--- src/sv/ccls_pkg.sv ---
package ccls_pkg;

  localparam int LOG_DEPTH = 64;
  localparam int PTR_W     = (LOG_DEPTH > 1) ? $clog2(LOG_DEPTH) : 1;
  localparam int CNT_W     = $clog2(LOG_DEPTH + 1);
  localparam int CFG_IDX_W = 1;

  // request types
  localparam logic [1:0] REQ_APPEND  = 2'd0;
  localparam logic [1:0] REQ_GET_LOG = 2'd1;
  localparam logic [1:0] REQ_QUERY   = 2'd2;

  // log selectors
  localparam logic [1:0] SEL_CEL = 2'd0;
  localparam logic [1:0] SEL_VDL = 2'd1;

  // result status codes
  localparam logic [1:0] ST_OK        = 2'd0;
  localparam logic [1:0] ST_BAD_LEN   = 2'd1;
  localparam logic [1:0] ST_BAD_INPUT = 2'd2;

  // configuration register indexes
  localparam logic [CFG_IDX_W-1:0] CFG_READ_LOG_EFFECT   = 1'd0;
  localparam logic [CFG_IDX_W-1:0] CFG_QUERY_LOGS_EFFECT = 1'd1;

  localparam logic [11:0] GETLOG_LEN       = 12'd24;
  localparam logic [8:0]  QUERY_RESP_BYTES = 9'd48;

  typedef struct packed {
    logic [1:0]  req_type;
    logic [1:0]  log_sel;
    logic [15:0] opcode;
    logic [7:0]  effect;
    logic [11:0] payload_len;
    logic [7:0]  start_entry;
    logic [7:0]  entry_count;
  } ccls_in_t;

  typedef struct packed {
    logic [1:0]  status;
    logic [31:0] entry_data;
    logic        data_valid;
    logic        last;
    logic [8:0]  cel_bytes;
    logic [8:0]  vdl_bytes;
    logic [8:0]  resp_len;
  } ccls_out_t;

  // controller -> datapath
  typedef struct packed {
    logic capture;
    logic stream_load;
    logic issue;
    logic push_single;
    logic append;
    logic log_read;
    logic log_query;
  } ccls_cmd_t;

  // datapath -> controller
  typedef struct packed {
    logic stream_ok;
    logic getlog_ok;
    logic append_ok;
    logic query_ok;
    logic can_push;
    logic can_issue;
    logic last_issue;
  } ccls_sts_t;

endpackage

--- src/sv/ccls_ctrl.sv ---
module ccls_ctrl (
  input  logic                clk,
  input  logic                rst_n,
  input  logic                in_valid,
  output logic                in_stall,
  input  ccls_pkg::ccls_sts_t sts,
  output ccls_pkg::ccls_cmd_t cmd
);

  typedef enum logic [3:0] {
    S_IDLE   = 4'b0001,
    S_DECODE = 4'b0010,
    S_STREAM = 4'b0100,
    S_LOG    = 4'b1000
  } ctl_state_t;

  ctl_state_t state_r, state_nxt;

  assign in_stall = (state_r != S_IDLE);

  always_comb begin
    state_nxt = state_r;
    cmd       = '0;
    case (state_r)
      S_IDLE: begin
        if (in_valid) begin
          cmd.capture = 1'b1;
          state_nxt   = S_DECODE;
        end
      end
      S_DECODE: begin
        if (sts.stream_ok) begin
          cmd.stream_load = 1'b1;
          state_nxt       = S_STREAM;
        end else if (sts.can_push) begin
          // single-result request: respond and update the logs together
          cmd.push_single = 1'b1;
          cmd.append      = sts.append_ok;
          cmd.log_read    = sts.getlog_ok;
          cmd.log_query   = sts.query_ok;
          state_nxt       = S_IDLE;
        end
      end
      S_STREAM: begin
        if (sts.can_issue) begin
          cmd.issue = 1'b1;
          if (sts.last_issue) begin
            state_nxt = S_LOG;
          end
        end
      end
      S_LOG: begin
        cmd.log_read = 1'b1;
        state_nxt    = S_IDLE;
      end
      default: begin
        state_nxt = S_IDLE;
      end
    endcase
  end

  always_ff @(posedge clk) begin
    if (!rst_n) begin
      state_r <= S_IDLE;
    end else begin
      state_r <= state_nxt;
    end
  end

endmodule

--- src/sv/ccls_dp.sv ---
module ccls_dp (
  input  logic                                clk,
  input  logic                                rst_n,
  input  ccls_pkg::ccls_in_t                  in_data,
  output logic                                out_valid,
  input  logic                                out_stall,
  output ccls_pkg::ccls_out_t                 out_data,
  input  logic                                cfg_valid,
  input  logic [ccls_pkg::CFG_IDX_W-1:0]      cfg_index,
  input  logic [7:0]                          cfg_data,
  input  ccls_pkg::ccls_cmd_t                 cmd,
  output ccls_pkg::ccls_sts_t                 sts
);

  localparam int PW = ccls_pkg::PTR_W;
  localparam int CW = ccls_pkg::CNT_W;

  function automatic logic [PW-1:0] ptr_inc(input logic [PW-1:0] p);
    return (p == PW'(ccls_pkg::LOG_DEPTH - 1)) ? '0 : (p + PW'(1));
  endfunction

  logic [31:0] cel_mem [ccls_pkg::LOG_DEPTH];
  logic [31:0] vdl_mem [ccls_pkg::LOG_DEPTH];

  logic [7:0]          read_log_effect_r;
  logic [7:0]          query_logs_effect_r;
  ccls_pkg::ccls_in_t  req_r;

  logic [PW-1:0] cel_wr_ptr_r, cel_oldest_r, vdl_wr_ptr_r, vdl_oldest_r;
  logic [CW-1:0] cel_count_r, vdl_count_r;

  logic [PW-1:0] rd_ptr_r;
  logic [7:0]    rem_r;
  logic          inflight_r;
  logic          rd_last_r;
  logic [31:0]   rd_data_r;
  logic [8:0]    stream_len_r;

  ccls_pkg::ccls_out_t q_r [2];
  logic [1:0]          q_cnt_r;

  // ---------------- request decode ----------------
  logic          sel_ok, is_vdl, len24, win_ok, getlog_ok, query_ok, append_ok;
  logic [CW-1:0] sel_cnt;
  logic [PW-1:0] sel_old;
  logic [8:0]    base_sum;
  logic [1:0]    single_st;
  ccls_pkg::ccls_out_t single_res, read_res, push_res;

  assign is_vdl  = (req_r.log_sel == ccls_pkg::SEL_VDL);
  assign sel_ok  = (req_r.log_sel == ccls_pkg::SEL_CEL) || is_vdl;
  assign sel_cnt = is_vdl ? vdl_count_r : cel_count_r;
  assign sel_old = is_vdl ? vdl_oldest_r : cel_oldest_r;
  assign len24   = (req_r.payload_len == ccls_pkg::GETLOG_LEN);
  assign win_ok  = ({1'b0, req_r.start_entry} < 9'(sel_cnt)) &&
                   (({1'b0, req_r.start_entry} + {1'b0, req_r.entry_count}) <= 9'(sel_cnt));

  assign getlog_ok = (req_r.req_type == ccls_pkg::REQ_GET_LOG) && len24 && sel_ok && win_ok;
  assign query_ok  = (req_r.req_type == ccls_pkg::REQ_QUERY) && (req_r.payload_len == '0);
  assign append_ok = (req_r.req_type == ccls_pkg::REQ_APPEND) && sel_ok;

  // window start never exceeds twice the depth, one subtract wraps it
  assign base_sum = 9'(sel_old) + {1'b0, req_r.start_entry};

  always_comb begin
    case (req_r.req_type)
      ccls_pkg::REQ_APPEND: begin
        single_st = sel_ok ? ccls_pkg::ST_OK : ccls_pkg::ST_BAD_INPUT;
      end
      ccls_pkg::REQ_GET_LOG: begin
        if (!len24) begin
          single_st = ccls_pkg::ST_BAD_LEN;
        end else if (!sel_ok || !win_ok) begin
          single_st = ccls_pkg::ST_BAD_INPUT;
        end else begin
          single_st = ccls_pkg::ST_OK;
        end
      end
      ccls_pkg::REQ_QUERY: begin
        single_st = query_ok ? ccls_pkg::ST_OK : ccls_pkg::ST_BAD_LEN;
      end
      default: begin
        single_st = ccls_pkg::ST_BAD_INPUT;
      end
    endcase
  end

  always_comb begin
    single_res        = '0;
    single_res.status = single_st;
    single_res.last   = 1'b1;
    if (query_ok) begin
      single_res.cel_bytes = 9'({cel_count_r, 2'b00});
      single_res.vdl_bytes = 9'({vdl_count_r, 2'b00});
      single_res.resp_len  = ccls_pkg::QUERY_RESP_BYTES;
    end
  end

  always_comb begin
    read_res            = '0;
    read_res.status     = ccls_pkg::ST_OK;
    read_res.entry_data = rd_data_r;
    read_res.data_valid = 1'b1;
    read_res.last       = rd_last_r;
    read_res.resp_len   = stream_len_r;
  end

  // ---------------- output queue (two entries) ----------------
  logic       pop, push;
  logic [2:0] occ_after;

  assign out_valid = (q_cnt_r != 2'd0);
  assign out_data  = q_r[0];
  assign pop       = out_valid && !out_stall;
  assign push      = cmd.push_single || inflight_r;
  assign push_res  = inflight_r ? read_res : single_res;
  assign occ_after = 3'(q_cnt_r) + 3'(inflight_r) - 3'(pop);

  assign sts.stream_ok  = getlog_ok && (req_r.entry_count != 8'd0);
  assign sts.getlog_ok  = getlog_ok;
  assign sts.append_ok  = append_ok;
  assign sts.query_ok   = query_ok;
  assign sts.can_push   = !inflight_r && (occ_after < 3'd2);
  assign sts.can_issue  = (occ_after < 3'd2);
  assign sts.last_issue = (rem_r == 8'd1);

  always_ff @(posedge clk) begin
    if (!rst_n) begin
      q_cnt_r <= 2'd0;
    end else begin
      if (push && !pop) begin
        q_cnt_r <= q_cnt_r + 2'd1;
      end else if (pop && !push) begin
        q_cnt_r <= q_cnt_r - 2'd1;
      end
    end
  end

  always_ff @(posedge clk) begin
    if (pop) begin
      q_r[0] <= q_r[1];
    end
    if (push) begin
      if ((q_cnt_r == 2'd0) || (q_cnt_r == 2'd1 && pop)) begin
        q_r[0] <= push_res;
      end else begin
        q_r[1] <= push_res;
      end
    end
  end

  // ---------------- configuration ----------------
  always_ff @(posedge clk) begin
    if (!rst_n) begin
      read_log_effect_r   <= 8'd0;
      query_logs_effect_r <= 8'd0;
    end else if (cfg_valid) begin
      case (cfg_index)
        ccls_pkg::CFG_READ_LOG_EFFECT:   read_log_effect_r   <= cfg_data;
        ccls_pkg::CFG_QUERY_LOGS_EFFECT: query_logs_effect_r <= cfg_data;
        default: ;
      endcase
    end
  end

  always_ff @(posedge clk) begin
    if (cmd.capture) begin
      req_r <= in_data;
    end
  end

  // ---------------- log writes ----------------
  logic        cel_we, vdl_we;
  logic [31:0] cel_wdata, vdl_wdata;
  logic [7:0]  vdl_eff;

  assign cel_we    = cmd.append && !is_vdl;
  assign vdl_we    = (cmd.append && is_vdl) || cmd.log_read || cmd.log_query;
  assign cel_wdata = {8'h00, req_r.effect, req_r.opcode};
  always_comb begin
    if (cmd.log_read) begin
      vdl_eff = read_log_effect_r;
    end else if (cmd.log_query) begin
      vdl_eff = query_logs_effect_r;
    end else begin
      vdl_eff = req_r.effect;
    end
  end
  assign vdl_wdata = {8'h00, vdl_eff, req_r.opcode};

  always_ff @(posedge clk) begin
    if (!rst_n) begin
      cel_wr_ptr_r <= '0;
      cel_oldest_r <= '0;
      cel_count_r  <= '0;
      vdl_wr_ptr_r <= '0;
      vdl_oldest_r <= '0;
      vdl_count_r  <= '0;
    end else begin
      if (cel_we) begin
        cel_wr_ptr_r <= ptr_inc(cel_wr_ptr_r);
        if (cel_count_r == CW'(ccls_pkg::LOG_DEPTH)) begin
          cel_oldest_r <= ptr_inc(cel_oldest_r);
        end else begin
          cel_count_r <= cel_count_r + CW'(1);
        end
      end
      if (vdl_we) begin
        vdl_wr_ptr_r <= ptr_inc(vdl_wr_ptr_r);
        if (vdl_count_r == CW'(ccls_pkg::LOG_DEPTH)) begin
          vdl_oldest_r <= ptr_inc(vdl_oldest_r);
        end else begin
          vdl_count_r <= vdl_count_r + CW'(1);
        end
      end
    end
  end

  // ---------------- log memories ----------------
  always_ff @(posedge clk) begin
    if (cel_we) begin
      cel_mem[cel_wr_ptr_r] <= cel_wdata;
    end
    if (vdl_we) begin
      vdl_mem[vdl_wr_ptr_r] <= vdl_wdata;
    end
    if (cmd.issue) begin
      rd_data_r <= is_vdl ? vdl_mem[rd_ptr_r] : cel_mem[rd_ptr_r];
    end
  end

  // ---------------- read walker ----------------
  always_ff @(posedge clk) begin
    if (!rst_n) begin
      inflight_r <= 1'b0;
    end else begin
      inflight_r <= cmd.issue;
    end
  end

  always_ff @(posedge clk) begin
    if (cmd.stream_load) begin
      rd_ptr_r     <= (base_sum >= 9'(ccls_pkg::LOG_DEPTH))
                      ? PW'(base_sum - 9'(ccls_pkg::LOG_DEPTH)) : PW'(base_sum);
      rem_r        <= req_r.entry_count;
      stream_len_r <= 9'({1'b0, req_r.entry_count} << 2);
    end else if (cmd.issue) begin
      rd_ptr_r <= ptr_inc(rd_ptr_r);
      rem_r    <= rem_r - 8'd1;
    end
    if (cmd.issue) begin
      rd_last_r <= (rem_r == 8'd1);
    end
  end

endmodule

--- src/sv/circular_command_log_store_top.sv ---
// Append, query, error and empty-window requests: one result, pushed into the
// output queue from the decode state; the next item is taken back in the idle state.
// Get-log of N entries (N at most 64, the log depth): one entry per cycle from the
// log memory read port while the two-entry output queue has room.
// Output stalls that fill the two-entry queue hold the flow. Synchronous active-low reset
// clears pointers, counts, config and queue; log memory stays undefined until written.
module circular_command_log_store_top (
  input  logic                           clk,
  input  logic                           rst_n,
  input  logic                           in_valid,
  output logic                           in_stall,
  input  ccls_pkg::ccls_in_t             in_data,
  output logic                           out_valid,
  input  logic                           out_stall,
  output ccls_pkg::ccls_out_t            out_data,
  input  logic                           cfg_valid,
  output logic                           cfg_ready,
  input  logic [ccls_pkg::CFG_IDX_W-1:0] cfg_index,
  input  logic [7:0]                     cfg_data
);

  ccls_pkg::ccls_cmd_t cmd;
  ccls_pkg::ccls_sts_t sts;

  assign cfg_ready = 1'b1;

  ccls_ctrl u_ctrl (
    .clk      (clk),
    .rst_n    (rst_n),
    .in_valid (in_valid),
    .in_stall (in_stall),
    .sts      (sts),
    .cmd      (cmd)
  );

  ccls_dp u_dp (
    .clk       (clk),
    .rst_n     (rst_n),
    .in_data   (in_data),
    .out_valid (out_valid),
    .out_stall (out_stall),
    .out_data  (out_data),
    .cfg_valid (cfg_valid && cfg_ready),
    .cfg_index (cfg_index),
    .cfg_data  (cfg_data),
    .cmd       (cmd),
    .sts       (sts)
  );

endmodule

--- config.mk ---
export PLATFORM = sky130hd
export DESIGN_NAME = circular_command_log_store_top
export DESIGN_NICKNAME = d
export VERILOG_FILES = /design/src/sv/ccls_pkg.sv /design/src/sv/ccls_ctrl.sv /design/src/sv/ccls_dp.sv /design/src/sv/circular_command_log_store_top.sv
export SDC_FILE = /design/constraint.sdc
export NUM_CORES = 2
export LEC_CHECK = 0
export ABC_AREA = 0
export ABC_CLOCK_PERIOD_IN_PS = 5900
export BUFFER_PORTS_ARGS = -buffer_cell sky130_fd_sc_hd__buf_4
export CORE_ASPECT_RATIO = 0.6
export CORE_MARGIN = 2
export CORE_UTILIZATION = 30
export DETAILED_ROUTE_END_ITERATION = 10
export HOLD_SLACK_MARGIN = 0.1
export PLACE_DENSITY_LB_ADDON = 0.08
export REMOVE_ABC_BUFFERS = 1
export SETUP_SLACK_MARGIN = 0.5
export SLEW_MARGIN = 20
export SYNTH_ARGS = -nofsm -noshare
export SYNTH_HDL_FRONTEND = slang
export SYNTH_MEMORY_MAX_BITS = 65536
export SYNTH_SLANG_ARGS = --single-unit
--- constraint.sdc ---
create_clock -name clk -period 5.9 [get_ports clk]
set_clock_uncertainty 0.15 [all_clocks]
set_input_delay 0 -clock clk [delete_from_list [all_inputs] [get_ports clk]]
set_output_delay 0 -clock clk [all_outputs]
set_load 0.01 [all_outputs]
==> results by group <==
Worst setup path
  – Worst path bufs/invs: 3
  – Crit path largest cell delay: 0.52 ns
  – FF-to-FF End: u_dp.vdl_mem[29][2]
  – Crit path max-delay cell type: o21ai_2
  – Crit path max-delay family: compound AO/OA/AOI/OAI gates
  – CP max FO: 24
  – Reg2reg start: u_dp.req_r[0]
  – Worst Setup EP: u_dp.vdl_mem[29][2]
  – R2r setup slk: 0.91 ns
  – R2R cell count: 18
  – CP startpoint: u_dp.req_r[0]
  – Crit start category: register
  – Req. time, crit path: 6.28 ns
  – CP endpoint kind: register
  – Worst setup path category: register to register
  – Critical-path cell list: ha_1, inv_1, fa_1, nor2b_1, o31a_1, o21a_1, nor2_1, xnor2_1, ha_1, a211oi_1, o211ai_1, a31oi_1, o2111ai_2, o21ai_2, nand4b_1, buf_4, nor2_4, buf_4
  – Arr. time, crit path: 5.37 ns
  – Levels on crit path: 18

Run
  – Total of max-cap violations: 0

Clocking
  – CTS Buf Count: 328
  – CTS tree: yes
  – Clock Path Buffers: 4
  – Reg clk slew, reported paths: 0.06 ns
  – H-tree depth: 5
  – Post-CTS setup buffer count: 0
  – Sink Count: 3,339
  – Clock Latency Late Sink: 0.89 ns
  – Root Buffer: clkbuf_16

Outcome
  – Outcome: complete, no violations

Timing
  – Final min period: 4.99 ns
  – Final setup vio count: 0
  – Fin. Hold Viols: 0
  – Unrepaired setup endpoints after global routing: no
  – Fmax: 201 MHz
  – Final Hold Slack: 0.221 ns
  – Worst-Margin Slew: 1.14 ns
  – Max-slew violation count: 0
  – Slew HR: 23.9%
  – Setup_tns: 0 ns
  – Period utilization: 84.5%

Routing
  – Detail Route Antenna Nets: 0
  – 1st-pass router iterations: 5
  – Initial drt markers: 8,059
  – # DRC: 0
  – DR vias: 61,900
  – WL final: 409,000 um
  – WL/cell: 33.4 um
  – DR vias/cell: 5.06

Place
  – Placed cells: 11,500
  – Gpl congestion: 0.819
  – HPWL after detailed placement: 249,000 um
  – Area after DPL: 140,000 sq um
  – Port-buffer cells: 120

Floorplanning
  – Row count: 186
  – Top Ports: 136
  – Core area: 428,000 sq um
  – Starting Density: 30.2%
  – Die footprint: 436,000 sq um
  – Die outline height: 513 um
  – Die X-Extent: 852 um

Cells and area
  – Most frequent cells in the layout: edfxtp_1 (3,272), mux4_2 (960), buf_4 (403)
  – Nets: 6,362
  – Fill count: 39,200
  – Commonest non-fill, non-tap cell in the layout: edfxtp_1
  – Post-Layout Cell Count: 12,200
  – Share of layout cells above drive strength 1: 32.1%
  – Post-layout instance area: 152,000 sq um
  – Area added between synthesis and finish: 17.8%

Global routing
  – Total GRT Usage: 18.3%
  – First-pass GRT wire length: 553,000 um
  – Global route overflow: 0
  – Initial antenna violation count: 44
  – Vias in the first global route: 61,700
  – Largest net degree at the start of global routing: 129

Synth
  – EDFF count, synth: 3,272
  – Mapped cell area: 129,000 sq um
  – Sequential element share of the synthesized area: 77.0%
  – Unique masters post-synth: 73
  – #FFs+latches synth: 3,339
  – Cells after Synth: 5,624
  – Top FF cell, synth: edfxtp_1
  – YS warnings: 0
  – Mean Syn Cell Area: 23.0 sq um
  – Ys async rst share: 0%

Min path
  – Hold crit path type: input pin to register

Pwr
  – PwrDens: 326 nW/um^2
  – Lkg Pwr: 47.2 nW
  – VDD IR-drop max: 0.225 mV
-- what timing repair did --
| action | in CTS | in global routing |
|---|---|---|
| hold buffers | 158 | 0 |
| endpoints found under the hold margin | 267 | 0 |
| resized for setup | 0 | 0 |
-- power breakdown --
part           leakage, nW  switching, W  internal, W
clock network         5.00       0.00916       0.0117
registers             30.1      0.000183       0.0265
logic                 12.1       0.00152     0.000462
-- logic make-up after synthesis --
group,synth area share (%)
AND/OR/NAND/NOR,1.86
XOR/XNOR,0.217
buffers and inverters,1.44
adder cells (fa/ha/maj),0.443
flip-flops,77.0
multiplexers,17.8
AO/OA/AOI/OAI,1.22
other,0.00581
-- synthesized netlist by cell type (10+ instances only) --
master	instances	area [sq um]
nor3_1	13	65.1
a32o_1	29	290
nand2_1	141	529
nand2b_1	10	62.6
buf_2	98	490
and2_1	41	257
nor2b_1	12	75.1
edfxtp_1	3272	98300
nand3_1	42	210
xor2_1	17	149
or3_1	10	62.6
inv_1	29	109
a21oi_1	65	325
dfxtp_1	67	1340
mux2i_1	93	931
mux2_4	16	240
xnor2_1	15	131
buf_1	26	97.6
buf_4	73	548
a22o_1	25	219
mux2_2	17	191
a221oi_1	24	210
nor2_1	188	706
ha_1	41	513
mux4_2	960	21600
o21ai_0	23	115
clkbuf_1	158	593
-- registers in the layout, summed over array words and instances, names as in the netlist, named ones only --
name and flops:
u_dp.vdl_count_r 7, u_dp.q_r 98, u_dp.cel_wr_ptr_r 6, u_dp.query_logs_effect_r 8, u_dp.stream_len_r 7, u_dp.rd_last_r 1, u_dp.req_r 32, u_dp.inflight_r 1
u_ctrl.state_r 4, u_dp.rd_data_r 24, u_dp.vdl_oldest_r 6, u_dp.q_cnt_r 2, u_dp.cel_wdata 24, u_dp.rem_r 8, u_dp.rd_ptr_r 6, u_dp.vdl_wr_ptr_r 6
u_dp.cel_oldest_r 6, u_dp.cel_mem 1536, u_dp.read_log_effect_r 8, u_dp.cel_count_r 7, u_dp.vdl_mem 1536
-- metrics by stage --
step	total power, W	utilization, %	setup WS (ns)
after detailed placement	0.0292	32.8	0.913
after global routing	0.0512	35.5	0.586
final	0.0496	35.5	0.913
after CTS	0.0502	35.5	0.910
after global placement	0.0292	32.8	0.869
after floorplan	0.0279	-	-27.93
-- tightest hold or removal path, cell delays in order --
cell and delay [ns]:
dlygate4sd3_1 0.53, buf_4 0.09, dlygate4sd3_1 0.53
-- metal layers --
| layer | GRT usage, % | vias to the layer above | routed length [um] |
|---|---|---|---|
| met4 | 3.31 | 8 | 7810 |
| met3 | 3.90 | 428 | 29300 |
| met2 | 25.6 | 2037 | 170000 |
| li1 | - | 25100 | - |
| met5 | 0 | - | 58 |
| met1 | 29.5 | 34400 | 202000 |
-- cell type report --
class | instances | area [sq um] | share of cell area (%)
multi-input combinational | 1911 | 29000 | 19.0
tap | 5734 | 7170 | 4.71
sequential | 3339 | 99600 | 65.4
timing repair buffer | 638 | 6120 | 4.02
antenna | 15 | 37.5 | 0.0247
inverter | 30 | 114 | 0.0748
clock buffer | 402 | 8630 | 5.67
clock inverter | 168 | 1590 | 1.04
-- worst min path at each step --
stage,from,endpoint,slack (ns),depth (start not counted)
CTS,in_data[31],u_dp.cel_wdata[19],0.12,3
global placement,in_data[7],u_dp.req_r[7],0.03,1
finish,in_data[30],u_dp.cel_wdata[18],0.22,3
global route,in_data[50],u_dp.cel_wdata[14],0.17,3
detailed placement,in_data[31],u_dp.cel_wdata[19],0.03,1
floorplan,in_data[36],u_dp.cel_wdata[0],-0.05,0
No activity file was read; power rests on OpenSTA's default activity.
